$ cat src/rtl/msfd_pkg.sv
// Shared types and constants of the multi-server FIFO dispatcher.
// Holds result field widths, event codes, register indexes and control bundles.
// Depends on nothing; every other file of the block imports it.
package msfd_pkg;

  // Result field widths
  localparam int KIND_W   = 3;
  localparam int PORT_W   = 3;
  localparam int ID_W     = 16;
  localparam int ETIME_W  = 20;
  localparam int SVC_W    = 16;
  localparam int QLEN_W   = 7;
  localparam int SERVED_W = 32;
  localparam int WSUM_W   = 40;

  // Configuration register widths and bus widths
  localparam int CNT_W   = 4;
  localparam int START_W = 17;
  localparam int ADDR_W  = 3;
  localparam int DATA_W  = 32;
  localparam int ACT_W   = CNT_W + 1;

  // Register reset values
  localparam logic [CNT_W-1:0]   SERVER_COUNT_RESET = 4'd5;
  localparam logic [START_W-1:0] START_TIME_RESET   = 17'd32400;

  // Register index, taken from paddr[2]
  localparam logic REG_SERVER_COUNT = 1'b0;
  localparam logic REG_START_TIME   = 1'b1;

  // Event kinds
  localparam logic [KIND_W-1:0] KIND_ARRIVE  = 3'd0;
  localparam logic [KIND_W-1:0] KIND_SERVE   = 3'd1;
  localparam logic [KIND_W-1:0] KIND_EXIT    = 3'd2;
  localparam logic [KIND_W-1:0] KIND_SUMMARY = 3'd3;
  localparam logic [KIND_W-1:0] KIND_DROP    = 3'd4;

  // One result item
  typedef struct packed {
    logic [KIND_W-1:0]   kind;
    logic [PORT_W-1:0]   port;
    logic [ID_W-1:0]     job_id;
    logic [ETIME_W-1:0]  event_time;
    logic [ETIME_W-1:0]  wait_time;
    logic [SVC_W-1:0]    job_service;
    logic [QLEN_W-1:0]   queue_length;
    logic [SERVED_W-1:0] served_total;
    logic [WSUM_W-1:0]   wait_sum;
    logic                last;
  } result_t;

  // Job queue controls
  typedef struct packed {
    logic push;   // write at tail
    logic rd;     // read head entry (data next cycle)
    logic pop;    // advance head
  } queue_ctl_t;

  // Port table controls
  typedef struct packed {
    logic rd;     // read entry (data next cycle)
    logic wr;     // load entry and mark busy
    logic free;   // mark idle
  } port_ctl_t;

endpackage

$ cat src/rtl/multi_server_fifo_dispatcher_top.sv
// Top level of the multi-server FIFO dispatcher: tick sequencer, counters,
// register port and result register. Uses msfd_queue and msfd_port_table.
// Depends on msfd_pkg.
//
//  channel | handshake                     | payload
//  --------+-------------------------------+---------------------------------------
//  cfg     | psel penable pwrite pready    | paddr pwdata prdata
//  in      | in_valid in_ready             | arrives service_time
//  out     | out_valid out_ready           | kind port job_id event_time wait_time
//          |                               | job_service queue_length served_total
//          |                               | wait_sum last
//
// One tick at a time: accept the tick, handle the arrival, scan all ports to
// release finished jobs (a busy port is read, then checked), scan the active
// ports to serve queued jobs while the queue holds any (a free port reads the
// queue head, then emits), then emit the summary. The port table and job queue
// memories each give one entry a cycle. Every result waits for a free result
// register, so out_ready stalls the scan. Reset is synchronous; the memories need no clearing.
module multi_server_fifo_dispatcher_top import msfd_pkg::*; #(
  parameter int PORTS       = 8,
  parameter int QUEUE_DEPTH = 64,
  parameter int TIME_BITS   = 20
) (
  input  logic                clk,
  input  logic                rst,
  // register port
  input  logic                psel,
  input  logic                penable,
  input  logic                pwrite,
  input  logic [ADDR_W-1:0]   paddr,
  input  logic [DATA_W-1:0]   pwdata,
  output logic [DATA_W-1:0]   prdata,
  output logic                pready,
  // tick input
  input  logic                in_valid,
  output logic                in_ready,
  input  logic                arrives,
  input  logic [SVC_W-1:0]    service_time,
  // results
  output logic                out_valid,
  input  logic                out_ready,
  output logic [KIND_W-1:0]   kind,
  output logic [PORT_W-1:0]   port,
  output logic [ID_W-1:0]     job_id,
  output logic [ETIME_W-1:0]  event_time,
  output logic [ETIME_W-1:0]  wait_time,
  output logic [SVC_W-1:0]    job_service,
  output logic [QLEN_W-1:0]   queue_length,
  output logic [SERVED_W-1:0] served_total,
  output logic [WSUM_W-1:0]   wait_sum,
  output logic                last
);

  localparam int PW  = (PORTS > 1) ? $clog2(PORTS) : 1;
  localparam int CW  = $clog2(PORTS + 1);
  localparam int QCW = $clog2(QUEUE_DEPTH + 1);

  localparam logic [2:0] S_IDLE     = 3'd0;
  localparam logic [2:0] S_ARR      = 3'd1;
  localparam logic [2:0] S_REL_REQ  = 3'd2;
  localparam logic [2:0] S_REL_CHK  = 3'd3;
  localparam logic [2:0] S_SRV_REQ  = 3'd4;
  localparam logic [2:0] S_SRV_EMIT = 3'd5;
  localparam logic [2:0] S_SUM      = 3'd6;

  // Registers
  logic [2:0]           state, state_next;
  logic [CW-1:0]        idx, idx_next;
  logic                 arr_flag;
  logic [SVC_W-1:0]     arr_svc;
  logic [TIME_BITS-1:0] clock_seconds, clock_next;
  logic [ID_W-1:0]      next_id, next_id_next;
  logic [SERVED_W-1:0]  served_counter, served_next;
  logic [WSUM_W-1:0]    wait_accumulator, wsum_next;
  logic [CNT_W-1:0]     server_count;
  logic [START_W-1:0]   start_base;
  result_t              res, res_next;
  logic                 emit;

  // Submodule links
  queue_ctl_t           qctl;
  port_ctl_t            pctl;
  logic [ID_W-1:0]      q_rd_id;
  logic [TIME_BITS-1:0] q_rd_arrival;
  logic [SVC_W-1:0]     q_rd_service;
  logic [QCW-1:0]       q_count;
  logic                 q_full;
  logic [PORTS-1:0]     p_busy;
  logic [TIME_BITS-1:0] p_rd_end;
  logic [ID_W-1:0]      p_rd_id;
  logic [SVC_W-1:0]     p_rd_service;
  logic [TIME_BITS-1:0] p_wr_end;

  logic                 slot_free;
  logic                 cfg_wr;
  logic [PW-1:0]        idx_p;
  logic                 idx_last;
  logic [ACT_W-1:0]     active;
  logic [TIME_BITS-1:0] q_wait;

  msfd_queue #(
    .QUEUE_DEPTH (QUEUE_DEPTH),
    .TIME_BITS   (TIME_BITS)
  ) u_queue (
    .clk        (clk),
    .rst        (rst),
    .ctl        (qctl),
    .wr_id      (next_id_next),
    .wr_arrival (clock_seconds),
    .wr_service (arr_svc),
    .rd_id      (q_rd_id),
    .rd_arrival (q_rd_arrival),
    .rd_service (q_rd_service),
    .count      (q_count),
    .full       (q_full)
  );

  msfd_port_table #(
    .PORTS     (PORTS),
    .TIME_BITS (TIME_BITS)
  ) u_ports (
    .clk        (clk),
    .rst        (rst),
    .ctl        (pctl),
    .index      (idx_p),
    .wr_end     (p_wr_end),
    .wr_id      (q_rd_id),
    .wr_service (q_rd_service),
    .busy       (p_busy),
    .rd_end     (p_rd_end),
    .rd_id      (p_rd_id),
    .rd_service (p_rd_service)
  );

  // Register port
  assign pready = 1'b1;
  assign cfg_wr = psel && penable && pwrite;

  always_comb begin
    unique case (paddr[2])
      REG_SERVER_COUNT: prdata = DATA_W'(server_count);
      REG_START_TIME:   prdata = DATA_W'(start_base);
      default:          prdata = '0;
    endcase
  end

  always_ff @(posedge clk) begin
    if (rst) begin
      server_count <= SERVER_COUNT_RESET;
      start_base   <= START_TIME_RESET;
    end else if (cfg_wr) begin
      if (paddr[2] == REG_SERVER_COUNT) begin
        server_count <= pwdata[CNT_W-1:0];
      end else begin
        start_base <= pwdata[START_W-1:0];
      end
    end
  end

  // Scan helpers
  assign slot_free = !out_valid || out_ready;
  assign idx_p     = idx[PW-1:0];
  assign idx_last  = (idx == CW'(PORTS - 1));
  assign active    = ({1'b0, server_count} > ACT_W'(PORTS)) ? ACT_W'(PORTS)
                                                            : {1'b0, server_count};
  assign q_wait    = clock_seconds - q_rd_arrival;
  assign p_wr_end  = clock_seconds + TIME_BITS'(q_rd_service);
  assign in_ready  = (state == S_IDLE);

  // Tick sequencer
  always_comb begin
    state_next   = state;
    idx_next     = idx;
    clock_next   = clock_seconds;
    next_id_next = next_id;
    served_next  = served_counter;
    wsum_next    = wait_accumulator;
    qctl         = '0;
    pctl         = '0;
    emit         = 1'b0;
    res_next              = '0;
    res_next.event_time   = ETIME_W'(clock_seconds);
    res_next.queue_length = QLEN_W'(q_count);

    unique case (state)
      S_IDLE: begin
        if (in_valid) begin
          state_next = S_ARR;
          idx_next   = '0;
        end
      end

      // arrival: push or drop
      S_ARR: begin
        if (!arr_flag) begin
          state_next = S_REL_REQ;
        end else if (slot_free) begin
          emit                 = 1'b1;
          next_id_next         = next_id + ID_W'(1);
          res_next.job_id      = next_id_next;
          res_next.job_service = arr_svc;
          if (!q_full) begin
            qctl.push             = 1'b1;
            res_next.kind         = KIND_ARRIVE;
            res_next.queue_length = QLEN_W'(q_count + QCW'(1));
          end else begin
            res_next.kind = KIND_DROP;
          end
          state_next = S_REL_REQ;
        end
      end

      // release scan over all ports
      S_REL_REQ: begin
        if (p_busy[idx_p]) begin
          pctl.rd    = 1'b1;
          state_next = S_REL_CHK;
        end else if (idx_last) begin
          idx_next   = '0;
          state_next = S_SRV_REQ;
        end else begin
          idx_next = idx + CW'(1);
        end
      end

      S_REL_CHK: begin
        if (p_rd_end != clock_seconds || slot_free) begin
          if (p_rd_end == clock_seconds) begin
            emit                 = 1'b1;
            pctl.free            = 1'b1;
            res_next.kind        = KIND_EXIT;
            res_next.port        = PORT_W'(idx);
            res_next.job_id      = p_rd_id;
            res_next.job_service = p_rd_service;
          end
          if (idx_last) begin
            idx_next   = '0;
            state_next = S_SRV_REQ;
          end else begin
            idx_next   = idx + CW'(1);
            state_next = S_REL_REQ;
          end
        end
      end

      // serve scan over active ports
      S_SRV_REQ: begin
        if (ACT_W'(idx) >= active || q_count == '0) begin
          state_next = S_SUM;
        end else if (p_busy[idx_p]) begin
          idx_next = idx + CW'(1);
        end else begin
          qctl.rd    = 1'b1;
          state_next = S_SRV_EMIT;
        end
      end

      S_SRV_EMIT: begin
        if (slot_free) begin
          emit                  = 1'b1;
          qctl.pop              = 1'b1;
          pctl.wr               = 1'b1;
          served_next           = served_counter + SERVED_W'(1);
          wsum_next             = wait_accumulator + WSUM_W'(q_wait);
          res_next.kind         = KIND_SERVE;
          res_next.port         = PORT_W'(idx);
          res_next.job_id       = q_rd_id;
          res_next.wait_time    = ETIME_W'(q_wait);
          res_next.job_service  = q_rd_service;
          res_next.queue_length = QLEN_W'(q_count - QCW'(1));
          idx_next              = idx + CW'(1);
          state_next            = S_SRV_REQ;
        end
      end

      // closing summary, then advance the clock
      S_SUM: begin
        if (slot_free) begin
          emit          = 1'b1;
          res_next.kind = KIND_SUMMARY;
          res_next.last = 1'b1;
          clock_next    = clock_seconds + TIME_BITS'(1);
          state_next    = S_IDLE;
        end
      end

      default: begin
        state_next = S_IDLE;
      end
    endcase

    res_next.served_total = served_next;
    res_next.wait_sum     = wsum_next;
  end

  // Control state and counters
  always_ff @(posedge clk) begin
    if (rst) begin
      state            <= S_IDLE;
      idx              <= '0;
      clock_seconds    <= TIME_BITS'(START_TIME_RESET);
      next_id          <= '0;
      served_counter   <= '0;
      wait_accumulator <= '0;
      out_valid        <= 1'b0;
    end else begin
      state            <= state_next;
      idx              <= idx_next;
      next_id          <= next_id_next;
      served_counter   <= served_next;
      wait_accumulator <= wsum_next;
      if (cfg_wr && paddr[2] == REG_START_TIME) begin
        clock_seconds <= TIME_BITS'(pwdata[START_W-1:0]);
      end else begin
        clock_seconds <= clock_next;
      end
      if (emit) begin
        out_valid <= 1'b1;
      end else if (out_ready) begin
        out_valid <= 1'b0;
      end
    end
  end

  // Tick item and result payload
  always_ff @(posedge clk) begin
    if (in_valid && in_ready) begin
      arr_flag <= arrives;
      arr_svc  <= service_time;
    end
    if (emit) begin
      res <= res_next;
    end
  end

  assign kind         = res.kind;
  assign port         = res.port;
  assign job_id       = res.job_id;
  assign event_time   = res.event_time;
  assign wait_time    = res.wait_time;
  assign job_service  = res.job_service;
  assign queue_length = res.queue_length;
  assign served_total = res.served_total;
  assign wait_sum     = res.wait_sum;
  assign last         = res.last;

endmodule

$ cat src/rtl/msfd_queue.sv
// Job FIFO of the dispatcher: one synchronous memory with head, tail and count.
// Each entry holds job id, arrival time and service time.
// Depends on msfd_pkg.
module msfd_queue import msfd_pkg::*; #(
  parameter int QUEUE_DEPTH = 64,
  parameter int TIME_BITS   = 20,
  localparam int AW = (QUEUE_DEPTH > 1) ? $clog2(QUEUE_DEPTH) : 1,
  localparam int CW = $clog2(QUEUE_DEPTH + 1)
) (
  input  logic                 clk,
  input  logic                 rst,
  input  queue_ctl_t           ctl,
  input  logic [ID_W-1:0]      wr_id,
  input  logic [TIME_BITS-1:0] wr_arrival,
  input  logic [SVC_W-1:0]     wr_service,
  output logic [ID_W-1:0]      rd_id,
  output logic [TIME_BITS-1:0] rd_arrival,
  output logic [SVC_W-1:0]     rd_service,
  output logic [CW-1:0]        count,
  output logic                 full
);

  localparam int EW = ID_W + TIME_BITS + SVC_W;

  logic [EW-1:0] mem [QUEUE_DEPTH];
  logic [EW-1:0] rd_data;
  logic [AW-1:0] head;
  logic [AW-1:0] tail;
  logic          push_ok;

  assign full    = (count == CW'(QUEUE_DEPTH));
  assign push_ok = ctl.push && !full;

  // Storage: write at tail, registered read at head
  always_ff @(posedge clk) begin
    if (push_ok) begin
      mem[tail] <= {wr_id, wr_arrival, wr_service};
    end
    if (ctl.rd) begin
      rd_data <= mem[head];
    end
  end

  assign {rd_id, rd_arrival, rd_service} = rd_data;

  // Pointers and fill count
  always_ff @(posedge clk) begin
    if (rst) begin
      head  <= '0;
      tail  <= '0;
      count <= '0;
    end else begin
      if (push_ok) begin
        tail <= (tail == AW'(QUEUE_DEPTH - 1)) ? '0 : tail + AW'(1);
      end
      if (ctl.pop) begin
        head <= (head == AW'(QUEUE_DEPTH - 1)) ? '0 : head + AW'(1);
      end
      if (push_ok && !ctl.pop) begin
        count <= count + CW'(1);
      end else if (!push_ok && ctl.pop) begin
        count <= count - CW'(1);
      end
    end
  end

endmodule

$ cat src/rtl/msfd_port_table.sv
// Server port table: busy flags in flops, end time and job in a synchronous memory.
// One entry is read or written per cycle at the index the sequencer gives.
// Depends on msfd_pkg.
module msfd_port_table import msfd_pkg::*; #(
  parameter int PORTS     = 8,
  parameter int TIME_BITS = 20,
  localparam int PW = (PORTS > 1) ? $clog2(PORTS) : 1
) (
  input  logic                 clk,
  input  logic                 rst,
  input  port_ctl_t            ctl,
  input  logic [PW-1:0]        index,
  input  logic [TIME_BITS-1:0] wr_end,
  input  logic [ID_W-1:0]      wr_id,
  input  logic [SVC_W-1:0]     wr_service,
  output logic [PORTS-1:0]     busy,
  output logic [TIME_BITS-1:0] rd_end,
  output logic [ID_W-1:0]      rd_id,
  output logic [SVC_W-1:0]     rd_service
);

  localparam int EW = TIME_BITS + ID_W + SVC_W;

  logic [EW-1:0] mem [PORTS];
  logic [EW-1:0] rd_data;

  // Entry storage
  always_ff @(posedge clk) begin
    if (ctl.wr) begin
      mem[index] <= {wr_end, wr_id, wr_service};
    end
    if (ctl.rd) begin
      rd_data <= mem[index];
    end
  end

  assign {rd_end, rd_id, rd_service} = rd_data;

  // Busy flags
  always_ff @(posedge clk) begin
    if (rst) begin
      busy <= '0;
    end else if (ctl.wr) begin
      busy[index] <= 1'b1;
    end else if (ctl.free) begin
      busy[index] <= 1'b0;
    end
  end

endmodule
$ cat config.mk
export PLATFORM = sky130hd
export DESIGN_NAME = multi_server_fifo_dispatcher_top
export DESIGN_NICKNAME = d
export VERILOG_FILES = /design/src/rtl/msfd_pkg.sv /design/src/rtl/multi_server_fifo_dispatcher_top.sv /design/src/rtl/msfd_queue.sv /design/src/rtl/msfd_port_table.sv
export SDC_FILE = /design/constraint.sdc
export NUM_CORES = 2
export LEC_CHECK = 0
export BUFFER_PORTS_ARGS = -buffer_cell sky130_fd_sc_hd__buf_2
export CAP_MARGIN = 40
export CORE_AREA = 4 4 544 546
export CTS_CLUSTER_SIZE = 24
export DETAILED_ROUTE_END_ITERATION = 8
export DIE_AREA = 0 0 548 550
export HOLD_SLACK_MARGIN = 0.1
export PLACE_DENSITY = 0.75
export RECOVER_POWER = 100
export SLEW_MARGIN = 30
export SYNTH_ARGS = -nofsm -noshare
export SYNTH_HDL_FRONTEND = slang
export SYNTH_SLANG_ARGS = --single-unit
$ cat constraint.sdc
create_clock -name clk -period 6.8 [get_ports clk]
set_clock_uncertainty 0.1 [all_clocks]
set_input_delay 0.34 -clock clk [delete_from_list [all_inputs] [get_ports clk]]
set_output_delay 0.34 -clock clk [all_outputs]
set_load 0.005 [all_outputs]
==> metrics.md <==
| Metric | Value |
|---|---|
| Status | complete, but fails checks |
| Failing checks | capacitance limit, slew limit |
| Largest net degree at the start of global routing | 152 |
| Clock Tree Root | clkbuf_16 |
| Clk pin slew, worst setup/hold paths | 0.06 ns |
| Area share of fa/ha/maj cells after synthesis | 0.6076% |
| Final #Nets | 8,527 |
| CP max FO | 37 |
| Total CTS buffers | 407 |
| Die width | between 500 and 600 um |
| Initial Util | around 56% |
| Die height | 550 um |
| Later-pin clock latency in the skew report | 0.93 ns |
| Setup Crit Path Kind | reg2reg |
| Final Cell Area | 0.1832 mm2 |
| H-tree depth | 5 |
| Count of final setup violators | 0 |
| Simple-gate share of the synthesized area | 3.060% |
| DR WL met2 | 210,900 um |
| Clk buf depth | 4 |
| Slew margin rel. | -153.2% |
| Global-route wire length before repair | 624,100 um |
| Max_cap viols | 110 |
| Seq/Total Area, Yosys | roughly 76% |
| Synthesized area per cell | 20.76 um2 |
| Critical Path AT | around 6.3 ns |
| IO buf count | ~220 |
| Multi-input gate area | ~0.037 mm2 |
| Post-synthesis mux area share | 14.39% |
| Router iterations before antenna repair | 8 |
| CTS tree | built |
| Sink Count | 4,187 |
| Initial antenna violation count | 39 |
| VDD IR max | 0.0003191 V |
| Vias in the first global route | around 84,000 |
| Final Hold Fails | 0 |
| Final min period | approximately 5.9 ns |
| IO Count | 252 |
| Share of layout cells above drive strength 1 | 21.55% |
| Num rows | approximately 200 |
| Largest family of logic cells by synthesized area | multiplexers |
| Critical path's largest stage delay | roughly 1.7 ns |
| Seq cells post-synth | 4,187 |
| RSZ-0062 raised after global routing | no |
| DP Cell Count | 11,780 |
| EDFF count, synth | 4,023 |
| Register area | approximately 0.12 mm2 |
| Total GRT Usage | between 20% and 30% |
| Startpoint types | flop |
| Setup TNS | 0 ns |
| HPWL after detailed placement | 234,900 um |
| Core Area | 0.2906 mm2 |
| Vias post-DR | 85,640 |
| Crit share post-route | 87.30% |
| Placed cell areas | about 0.17 mm2 |
| DRC viols | 0 |
| Congestion Overflow GR | 0 |
| Ys flop type | edfxtp_1 |
| CP max-delay cell | clkbuf_2 |
| Post-cts hold buffer count | 74 |
| M1 WL | 154,000 um |
| DRT iter0 DRCs | 14,250 |
| Syn Std Cell Area | about 0.16 mm2 |
| WL met3 | approximately 57,000 um |
| Post-CTS Resized | 0 |
| XOR/XNOR share of the synthesized area | 0.9500% |
| Critical Path End Type | flop |
| P per Cell Area | 304.7 mW/mm2 |
| Worst-Margin Slew | 3.798 ns |
| DR WL/cell | approximately 35 um |
| Via density | 6.776 |
| CP cell instances | nor2b_1 > and3_1 > and2_0 > nand2_1 > inv_1 > nand3_1 > nor2_4 > clkbuf_2 |
| Post-Syn Instances | 7,818 |
| Unique masters post-synth | between 70 and 80 |
| Die Outline Area | roughly 0.30 mm2 |
| Max layer used | met5 |
| YS warnings | 0 |
| Complex-gate fraction of the synthesized area | 3.267% |
| Postcts setup bufs | 0 |
| Filler cells | 18,790 |
| Area grow syn2layout | 12.88% |
| Most frequent cells in the layout | edfxtp_1 (4,023), mux4_2 (969), clkbuf_16 (414) |
| Async set-or-reset flop fraction in the synthesized netlist | 0% |
| Routed Antenna Nets | 0 |
| Routability cong. | 0.8915 |
| HP Class | in2reg |
| Leakage Power | 54.89 nW |
| Max-slew violations | 3,773 |
| Commonest non-fill, non-tap cell in the layout | edfxtp_1 |
| Critical Path RT | 7.18 ns |
| Max Clk Rate | 0.1685 GHz |
| WL final | 443,900 um |
| Non-Filler Instances | roughly 13,000 |
sequential cells by signal, indices dropped and copies added (netlist names), 32 cells and up, named ones only:
signal,count
wait_accumulator,40
u_queue.mem,3328
u_ports.mem,416
served_total,32
u_queue.rd_data,52
served_counter,32
wait_sum,40
u_ports.rd_data,52
per-stage QoR:
step | hold slack [ns] | setup WS, ns | total power, mW | util, %
after global routing | 0.2030 | 0.7821 | 57.49 | 63.03
after detailed placement | 0.3505 | 1.875 | 34.02 | 58.65
final | 0.2110 | 0.8637 | 55.81 | 63.03
after CTS | 0.1260 | 1.863 | 55.91 | 63.39
after global placement | 0.3375 | 1.549 | 33.86 | 58.40
after floorplan | 0.3268 | 1.021 | 32.29 | -
critical path: cells and delay by family, from the launching register on:
kind	cells	cell delay, ns
simple gates	6	2.48
buf+inv	2	2.18
flops	1	0.61
cell families (layout without fill, tap and decap cells):
| group | Yosys count | count (layout) |
|---|---|---|
| multiplexers | 1119 | 1119 |
| other | 2 | 27 |
| flip-flops | 4187 | 4187 |
| buffers and inverters | 492 | 1387 |
| adder cells (fa/ha/maj) | 77 | 77 |
| AND/OR/NAND/NOR | 970 | 970 |
| AO/OA/AOI/OAI | 795 | 795 |
| XOR/XNOR | 176 | 176 |
cell usage after synthesis, drive strengths merged, types with 15 or more instances:
library cell / n / area share (%)
o21ai: 79 / 0.24
and4: 15 / 0.081
a211oi: 131 / 0.61
mux4: 969 / 13
a21o: 19 / 0.088
mux2i: 135 / 0.83
edfxtp: 4023 / 74
nand4: 93 / 0.36
buf: 152 / 0.47
nor3: 37 / 0.12
dfxtp: 164 / 2.0
nor4: 18 / 0.069
a21oi: 231 / 0.71
clkbuf: 281 / 0.65
mux2: 15 / 0.10
nor2b: 136 / 0.52
and2: 115 / 0.44
nand2: 216 / 0.50
and3: 31 / 0.12
inv: 56 / 0.13
xor2: 85 / 0.46
xnor2: 91 / 0.49
nor2: 210 / 0.49
ha: 74 / 0.57
nand3: 52 / 0.16
a22oi: 233 / 1.1
power by group:
group / internal (mW) / switching (mW)
registers: 29.3 / 0.296
clock network: 12.7 / 9.57
logic: 1.28 / 2.76
final cells by class:
class,count,area share (%)
flip-flops and latches,4187,67.75
multi-input cells,3153,20.00
clock buffers,498,5.828
well taps,3900,2.664
repair buffers,583,2.325
clock inverters,247,1.291
inverters,59,0.1250
diodes,11,0.01503
per-layer routing:
layer | GRT usage (%) | vias to the layer above
met5 | 0 | -
met4 | 11.69 | 12
met3 | 7.469 | 994
met2 | 45.41 | 6564
met1 | 39.47 | 44520
li1 | - | 33540
path summary, 6_finish.rpt:
check        depth (start not counted)          start  slack [ns]             endpoint
max                                  8       state[0]        0.86  u_queue.mem[54][35]
min                                  4      pwdata[3]        0.21      server_count[3]
max reg2reg                          8       state[0]        0.86  u_queue.mem[54][35]
min reg2reg                          2  start_base[0]        0.36        start_base[0]
(Power assumes the default switching activity.)
